File: config.mk
export PLATFORM = sky130hd
export DESIGN_NAME = thdc_ln
export DESIGN_NICKNAME = d
export VERILOG_FILES = /design/src/sv/assert_macros.svh /design/src/sv/thdc_pkg.sv /design/src/sv/thdc_ln.sv
export SDC_FILE = /design/constraint.sdc
export NUM_CORES = 1
export LEC_CHECK = 0
export BUFFER_PORTS_ARGS = -buffer_cell sky130_fd_sc_hd__buf_2
export CORE_MARGIN = 10
export CORE_UTILIZATION = 35
export CTS_CLUSTER_SIZE = 16
export DETAILED_ROUTE_END_ITERATION = 10
export GPL_ROUTABILITY_DRIVEN = 1
export PLACE_DENSITY = 0.55
export SYNTH_ARGS = -nofsm -noshare
export SYNTH_HDL_FRONTEND = slang
export SYNTH_SLANG_ARGS = --single-unit
File: constraint.sdc
create_clock -name clk -period 8.2 [get_ports clk]
set_input_delay 0.82 -clock clk [delete_from_list [all_inputs] [get_ports clk]]
set_output_delay 0.82 -clock clk [all_outputs]
set_load 0.1 [all_outputs]
File: src/sv/assert_macros.svh
// Assertion macros used by the converter core module.
`ifndef ASSERT_MACROS_SVH
`define ASSERT_MACROS_SVH

// Same-cycle implication, checked on every rising edge outside reset.
`define CHK_IMPLY(label, ante, cons, msg) \
    label: assert property (@(posedge clk) disable iff (!rst_n) (ante) |-> (cons)) \
        else $error(msg);

// Next-cycle implication, checked on every rising edge outside reset.
`define CHK_NEXT(label, ante, cons, msg) \
    label: assert property (@(posedge clk) disable iff (!rst_n) (ante) |=> (cons)) \
        else $error(msg);

`endif

File: src/sv/thdc_pkg.sv
// Shared types, constants and the log table generator for the thermistor converter.
`default_nettype none

package thdc_pkg;

    // Width of the values whose logarithm is taken.
    localparam int X_W   = 23;
    localparam int E_W   = $clog2(X_W);
    // Logarithms are unsigned Q24, table entries cover ln(m) for m in [1,2].
    localparam int LN_W  = 29;
    localparam int ROM_W = 24;

    // Number of interpolation steps in the log table; a power of two.
    localparam int LN_TABLE_DEPTH = 64;

    localparam logic [63:0]     LN2_Q32 = 64'd2977044472;
    localparam logic [LN_W-1:0] LN2_Q24 = LN_W'((LN2_Q32 + 64'd128) >> 8);

    // Configuration port.
    localparam int CFG_IDX_W = 3;
    localparam int CFG_W     = 48;

    localparam logic [CFG_IDX_W-1:0] REG_SUPPLY_UV   = 3'd0;
    localparam logic [CFG_IDX_W-1:0] REG_FIXED_OHMS  = 3'd1;
    localparam logic [CFG_IDX_W-1:0] REG_COEF_A      = 3'd2;
    localparam logic [CFG_IDX_W-1:0] REG_COEF_B      = 3'd3;
    localparam logic [CFG_IDX_W-1:0] REG_COEF_C      = 3'd4;
    localparam logic [CFG_IDX_W-1:0] REG_TRIM_GAIN   = 3'd5;
    localparam logic [CFG_IDX_W-1:0] REG_TRIM_OFFSET = 3'd6;

    // Output range in millidegrees.
    localparam logic signed [20:0] T_MIN_MDEG = -21'sd273150;
    localparam logic signed [20:0] T_MAX_MDEG = 21'sd1000000;

    // Control carried alongside each beat in the pipeline.
    typedef struct packed {
        logic valid;
        logic err;
    } tag_t;

    // One log table entry: ln(1 + i/2^k) in Q24, from log2 by repeated squaring.
    // Evaluated at elaboration only.
    function automatic logic [ROM_W-1:0] ln_rom_value(input int unsigned i,
                                                      input int unsigned k);
        logic [63:0] m;
        logic [63:0] y;
        logic [63:0] r;
        logic [63:0] prod;
        int          b;
        m = (64'd1 << 30) + (64'(i) << (30 - k));
        r = '0;
        if (m >= (64'd2 << 30))
        begin
            r = 64'd1 << 30;
        end
        else
        begin
            y = m;
            for (b = 29; b >= 0; b--)
            begin
                y = (y * y) >> 30;
                if (y >= (64'd2 << 30))
                begin
                    y    = y >> 1;
                    r[b] = 1'b1;
                end
            end
        end
        prod = r * LN2_Q32 + (64'd1 << 37);
        return ROM_W'(prod >> 38);
    endfunction

endpackage

`default_nettype wire

File: src/sv/thdc_ln.sv
// Three-stage natural logarithm of a positive integer by table and interpolation.
`default_nettype none

module thdc_ln
    import thdc_pkg::*;
(
    input  wire logic            clk,
    input  wire logic            en,
    input  wire logic [X_W-1:0]  x,
    output logic      [LN_W-1:0] ln
);

    localparam int IDX_W = $clog2(LN_TABLE_DEPTH);
    localparam int FR_W  = X_W - 1;
    localparam int RL_W  = FR_W - IDX_W;

    // Constant table of ln(m) over the mantissa range, one more point than steps.
    logic [ROM_W-1:0] rom [0:LN_TABLE_DEPTH];

    for (genvar gi = 0; gi <= LN_TABLE_DEPTH; gi++)
    begin : g_rom
        localparam logic [ROM_W-1:0] ROM_VAL = ln_rom_value(gi, IDX_W);
        assign rom[gi] = ROM_VAL;
    end

    logic [E_W-1:0]   e1_next, e1_reg, e2_reg;
    logic [IDX_W-1:0] idx1_next, idx1_reg;
    logic [RL_W-1:0]  rl1_next, rl1_reg, rl2_reg;
    logic [X_W-1:0]   norm;
    logic [ROM_W-1:0] base2_next, base2_reg;
    logic [ROM_W-1:0] diff2_next, diff2_reg;
    logic [ROM_W+RL_W-1:0] interp;
    logic [LN_W-1:0]  ln_next, ln_reg;

    // Stage one: find the leading one and normalise the mantissa.
    always_comb
    begin
        e1_next = '0;
        for (int i = 1; i < X_W; i++)
        begin
            if (x[i])
            begin
                e1_next = E_W'(i);
            end
        end
        norm      = x << (E_W'(FR_W) - e1_next);
        idx1_next = norm[FR_W-1 -: IDX_W];
        rl1_next  = norm[RL_W-1:0];
    end

    // Stage two: read the two neighbouring table points.
    always_comb
    begin
        base2_next = rom[{1'b0, idx1_reg}];
        diff2_next = rom[(IDX_W+1)'({1'b0, idx1_reg} + 1'b1)] - rom[{1'b0, idx1_reg}];
    end

    // Stage three: interpolate and add the exponent term.
    always_comb
    begin
        interp  = diff2_reg * rl2_reg;
        ln_next = LN_W'(LN_W'(e2_reg) * LN2_Q24) + LN_W'(base2_reg)
                + LN_W'(interp[ROM_W+RL_W-1:RL_W]);
    end

    always_ff @(posedge clk)
    begin
        if (en)
        begin
            e1_reg    <= e1_next;
            idx1_reg  <= idx1_next;
            rl1_reg   <= rl1_next;
            e2_reg    <= e1_reg;
            rl2_reg   <= rl1_reg;
            base2_reg <= base2_next;
            diff2_reg <= diff2_next;
            ln_reg    <= ln_next;
        end
    end

    assign ln = ln_reg;

endmodule

`default_nettype wire

==> impl_metrics.py, run 1 <==
metrics = {
    "yosys": {
        "synth_edf_count": 125,
        "synthCells": 2960,
        "async_flop_share_pct": 0,
        "syn_area_um2": 25200,
        "ys_seq_area_share_pct": 14.9,
        "synth.net_count": 3555,
        "synth_flop_cell": "edfxtp_1",
        "synth-seq-cells": 125,
        "yosys_warnings": 0,
        "ys_types": 74,
        "avgSynthCellArea_um2": 8.53,
    },
    "route": {
        "drt-total-wl_um": 76100,
        "vias": 21600,
        "ant_nets": 0,
        "drc_errors": 0,
        "first_iter_violations": 2095,
        "routedWlPerCell_um": 18.4,
        "drtPass1Iterations": 6,
        "viasPerCell": 5.23,
    },
    "worst_setup_path": {
        "critical_path_peak_fanout": 6,
        "path_class": "flip-flop to flip-flop",
        "crit_arrival_ps": 8670,
        "critPathMaxStageDelay_ps": 580,
        "cp-start-kind": "flip-flop",
        "rr_worst_depth": 31,
        "cpMaxStageDelayCell": "fa_1",
        "r2r-start": "diff2_reg[3]",
        "crit_path_start": "diff2_reg[3]",
        "cpMostUsedCell": "fa_1",
        "cp_data_required_time_ps": 8400,
        "end_kind": "flip-flop",
    },
    "timing": {
        "tightest_slew_ps": 930,
        "slew_viol_final": 0,
        "fmax_mhz": 118,
        "rsz0062_at_grt": "yes",
        "fin_crit_ps": 8470,
        "fin_crit_sh_pct": 103,
        "skew_ps": 8.67,
        "setup-violations-final": 10,
        "layout_setup_ws_ps": -272,
        "slew_headroom_pct": 37.5,
        "final-hold-violation-count": 0,
        "tns_ps": -1610,
    },
    "clock_tree": {
        "cts_buffer_depth": 2,
        "clk_pin_slew_worst_paths_ps": 60,
        "cts_root_buf": "clkbuf_16",
        "cts_buffers": 17,
        "holdBufCountCts": 0,
        "clock-sinks": 125,
        "cts_tree": "done",
        "clk-insertion-delay-late_ps": 450,
        "htree_levels": 4,
    },
    "floorplanning": {
        "die_h_um": 289,
        "rows": 98,
        "core_area_um2": 71500,
        "die-area_um2": 83300,
        "die_w_um": 289,
        "start_util_pct": 35.3,
        "pin_count": 54,
    },
    "placed_design": {
        "hpwl_um": 60200,
        "gp_congestion": 0.926,
        "place_inst": 4063,
        "io_buffers": 53,
        "dpl_cell_area_um2": 28200,
        "post-place-ws_ps": -701,
    },
    "run": {
        "cap_violations": 0,
    },
    "final_layout": {
        "largest_reg_flops": 29,
        "syn2layout_area_growth_pct": 19.5,
        "antenna_cells": 0,
        "stdcell_area_um2": 30200,
        "fin_cells": 4136,
        "final_layout_size_suffix_gt1_share_pct": 17.4,
        "n_fill_cell": 7034,
        "final_nets": 3768,
    },
    "run_status": {
        "outcome": "finished with violations",
        "violations": "setup timing",
    },
    "worst_hold_path": {
        "hold_path.class": "flip-flop to flip-flop",
        "hold-path-cell-count": 0,
        "worstHoldStart": "rl1_reg[2]",
    },
    "global_route": {
        "use_met3_pct": 1.67,
        "grt.met1_usage_pct": 25.6,
        "grt_start_max_net_pins": 87,
        "grtUsageMet2_pct": 30.2,
        "grt_pass1_wl_um": 123000,
        "grt_overflow": 0,
        "grt_busiest_layer": "met2",
        "groute.usage.overall_pct": 18.4,
        "grt_pass1_vias": 22100,
        "antenna_found_initial": 2,
    },
}
cell usage in the layout, fill, tap and decap left out, drive strengths merged, types with 10 or more instances in the layout:
cell    synthesis  final
a211oi         44     44
a21boi         10     10
a21o           31     31
a21oi         173    173
a31oi          21     21
and2          150    150
buf            26    357
clkbuf        137     17
clkinv          3     10
edfxtp        125    125
fa            340    340
ha            230    230
inv           440    442
mux2i          18     18
mux4           15     15
nand2         394    394
nand2b         10     10
nand3          30     30
nand4          12     12
nor2          195    195
nor2b          26     26
nor3           56     56
o211ai         32     32
o21a           27     27
o21ai         135    135
o22ai          14     14
o311ai         17     17
o31ai          12     12
or3            12     12
xnor2          68     68
xor2           28     28
metrics by stage:
| step | hold WS (ps) | util (%) |
|---|---|---|
| 3_5_place_dp | 406 | 39.5 |
| 6_report | 418 | 42.2 |
| 3_3_place_gp | 401 | 39.5 |
| 4_1_cts | 419 | 41.8 |
| 2_1_floorplan | 400 | - |
| 5_1_grt | 422 | 42.2 |
area by class of cell:
| cell class | instances | area, um^2 | area share, % |
|---|---|---|---|
| Multi-Input combinational cell | 2229 | 20100 | 66.8 |
| Inverter | 443 | 1660 | 5.51 |
| Clock buffer | 17 | 425 | 1.41 |
| Sequential cell | 125 | 3750 | 12.4 |
| Tap cell | 950 | 1190 | 3.94 |
| Clock inverter | 15 | 148 | 0.489 |
| Timing Repair Buffer | 357 | 2840 | 9.42 |
critical path: cells and delay by family, from the launching register on:
family | cells | cell delay, ps
AOI/OAI and AO/OA | 12 | 2490
xor gates and xnor gates | 2 | 200
adders and majority gates | 9 | 3990
buffers and inverters | 3 | 290
DFF | 1 | 530
and+or+nand+nor | 5 | 740
final timing paths:
kind,to,slack (ps)
min,rl2_reg[2],420
min reg2reg,rl2_reg[2],420
max reg2reg,ln[28],-270
max,ln[28],-270
synthesized netlist by cell type, types with 9 or more instances:
| library cell | number | area (um^2) |
|---|---|---|
| a211oi_1 | 44 | 330 |
| a21boi_0 | 10 | 75.1 |
| a21o_1 | 31 | 233 |
| a21oi_1 | 171 | 856 |
| a311oi_1 | 9 | 78.8 |
| a31oi_1 | 21 | 131 |
| and2_1 | 150 | 938 |
| buf_1 | 16 | 60.1 |
| buf_2 | 9 | 45.0 |
| clkbuf_1 | 137 | 514 |
| edfxtp_1 | 125 | 3750 |
| fa_1 | 340 | 6810 |
| ha_1 | 230 | 2880 |
| inv_1 | 437 | 1640 |
| mux2i_1 | 18 | 180 |
| mux4_2 | 14 | 315 |
| nand2_1 | 394 | 1480 |
| nand2b_1 | 10 | 62.6 |
| nand3_1 | 30 | 150 |
| nand3b_1 | 9 | 67.6 |
| nand4_1 | 12 | 75.1 |
| nor2_1 | 195 | 732 |
| nor2b_1 | 26 | 163 |
| nor3_1 | 56 | 280 |
| o211ai_1 | 32 | 240 |
| o21a_1 | 27 | 203 |
| o21ai_0 | 133 | 666 |
| o21bai_1 | 9 | 67.6 |
| o22ai_1 | 14 | 87.6 |
| o311ai_0 | 17 | 149 |
| o31ai_1 | 12 | 90.1 |
| or3_1 | 12 | 75.1 |
| xnor2_1 | 68 | 596 |
| xor2_1 | 27 | 236 |
cell families after synthesis:
kind of cell             share of synthesized area (%)
adder cells (fa/ha/maj)                           38.4
AND/OR/NAND/NOR                                   16.7
flip-flops                                        14.9
multiplexers                                      2.22
XOR/XNOR                                          3.36
AO/OA/AOI/OAI                                     15.4
buffers and inverters                             9.08
per-layer routing:
layer,routed length (um),vias up
met5,16,-
li1,-,10200
met2,35700,707
met1,34400,10600
met4,1960,2
met3,4080,117
repair_timing:
item	in CTS	in global routing
buffers inserted	41	6
pin swaps	93	45
resized for setup	159	41
setup endpoints to repair	18	19
Power of run 1 is left out: the tool's default activity adds up to more than one toggle a clock period on the data nets, which glitch-free logic cannot reach.
==> run 2: changes to the inputs <==
MAX_ROUTING_LAYER = met4   (was default)
==> run 2 against run 1 <==
Net effect:
- critical path depth rose by 4
- the flow still finishes with violations (setup timing)
- sequential cell count did not move
- global-route usage rose by 0.67 points
- via count rose by 0.43%
- routed wire length rose by 0.55%
- final cell count rose by 0.58%
- hold slack got worse by 2.9 ps
- non-clock buffer count rose by 24
==> impl_metrics.py, run 2 (synthesized netlist as in run 1, its figures left out) <==
metrics = {
    "worst_setup_path": {
        "critical_path_peak_fanout": 6,
        "crit_family": "adder cells",
        "cp-start-kind": "flip-flop",
        "crit_arrival_ps": 8820,
        "worstSetupPathDepth": 35,
        "crit_buf_inv": 7,
        "path_class": "flip-flop to flip-flop",
        "cpMostUsedCell": "fa_1",
        "rr_worst_depth": 35,
        "cp_data_required_time_ps": 8410,
        "critPathMaxStageDelay_ps": 560,
        "cpMaxStageDelayCell": "fa_1",
        "end_kind": "flip-flop",
    },
    "placed_design": {
        "hpwl_um": 60500,
        "io_buffers": 53,
        "gp_congestion": 0.947,
    },
    "worst_hold_path": {
        "hold_path.class": "flip-flop to flip-flop",
        "hold-path-cell-count": 0,
    },
    "route": {
        "ant_nets": 0,
        "drtPass1Iterations": 5,
        "viasPerCell": 5.22,
        "vias": 21700,
        "routedWlPerCell_um": 18.4,
        "drc_errors": 0,
        "first_iter_violations": 1807,
        "drt-total-wl_um": 76600,
    },
    "floorplanning": {
        "pin_count": 54,
        "die_h_um": 289,
        "start_util_pct": 35.3,
        "die_w_um": 289,
        "rows": 98,
        "die-area_um2": 83300,
        "core_area_um2": 71500,
    },
    "clock_tree": {
        "cts_buffer_depth": 2,
        "htree_levels": 4,
        "clock-sinks": 125,
        "cts_buffers": 17,
        "holdBufCountCts": 0,
        "clk_pin_slew_worst_paths_ps": 60,
        "cts_root_buf": "clkbuf_16",
        "cts_tree": "done",
        "clk-insertion-delay-late_ps": 460,
    },
    "global_route": {
        "antenna_found_initial": 1,
        "grt_overflow": 0,
        "grt_start_max_net_pins": 69,
        "grt_pass1_vias": 22200,
        "grt_pass1_wl_um": 122000,
        "groute.usage.overall_pct": 19.1,
    },
    "final_layout": {
        "register_area_um2": 3750,
        "n_fill_cell": 7023,
        "final_common_cell": "inv_1",
        "syn2layout_area_growth_pct": 20.6,
        "largest_reg_flops": 29,
        "final_layout_size_suffix_gt1_share_pct": 18.7,
        "multi_input_area_um2": 20200,
        "fin_util_pct": 42.6,
        "antenna_cells": 0,
        "final_cell_mix": "411 x inv_1, 384 x nand2_1, 329 x fa_1",
        "final_nets": 3792,
    },
    "run": {
        "cap_violations": 0,
    },
    "timing": {
        "fmax_mhz": 116,
        "fin_crit_sh_pct": 105,
        "whs_ps": 415,
        "setup-violations-final": 14,
        "rsz0062_at_grt": "yes",
        "slew_headroom_pct": 28.1,
        "fin_crit_ps": 8610,
        "layout_setup_ws_ps": -411,
        "final-hold-violation-count": 0,
        "skew_ps": 6.07,
        "slew_viol_final": 0,
        "tightest_slew_ps": 1070,
    },
    "run_status": {
        "violations": "setup timing",
        "outcome": "finished with violations",
    },
}
[run 2: changes by cell type in the layout (fill, tap and decap cells not counted), moves of 4 or more]
cell     previous run  this run
buf_6              28        36
and2_1            146       140
nand2_2             5         9
and2_4              4        10
inv_1             424       411
inv_2              16        29
nand2_1           388       384
fa_2                5        11
buf_4             261       276
fa_1              335       329
[run 2: layer usage]
metal / share of wire [%] / wire, um / GRT usage, %
met3: 6.2 / 4730 / 3.13
met4: 3.8 / 2920 / 7.55
met1: 44 / 33300 / 24.5
met5: 0 / 0 / -
met2: 46 / 35600 / 29.9
[run 2: final cells by class]
class | instances | share of cell area, %
Inverter | 443 | 5.46
Clock inverter | 13 | 0.567
Sequential cell | 125 | 12.3
Clock buffer | 19 | 1.42
Tap cell | 950 | 3.90
Timing Repair Buffer | 381 | 10.1
Multi-Input combinational cell | 2229 | 66.2
[run 2: timing repair]
action	in CTS	in global routing
gates cloned	0	1
endpoints found under the setup margin	18	18
gates resized for setup	111	118
setup buffers	36	24
pin swaps	50	97
[run 2: worst paths after layout]
check | start | endpoint | slack [ps]
worst max-delay path | rl2_reg[4] | ln[28] | -410
worst min-delay path | rl1_reg[9] | rl2_reg[9] | 410
worst max register to register | rl2_reg[4] | ln[28] | -410
worst min register to register | rl1_reg[9] | rl2_reg[9] | 410
[run 2: metrics by stage]
step	instance area, um^2	setup slack [ps]	setup TNS (ps)	instances
floorplan	25300	-16.6	-16.6	2960
global placement	28400	-616	-6120	4075
detailed placement	28400	-642	-6140	4075
CTS	29800	-338	-1980	4141
global route	30400	-737	-7250	4160
finish	30400	-411	-2970	4160
Power of run 2 is left out for the same reason.
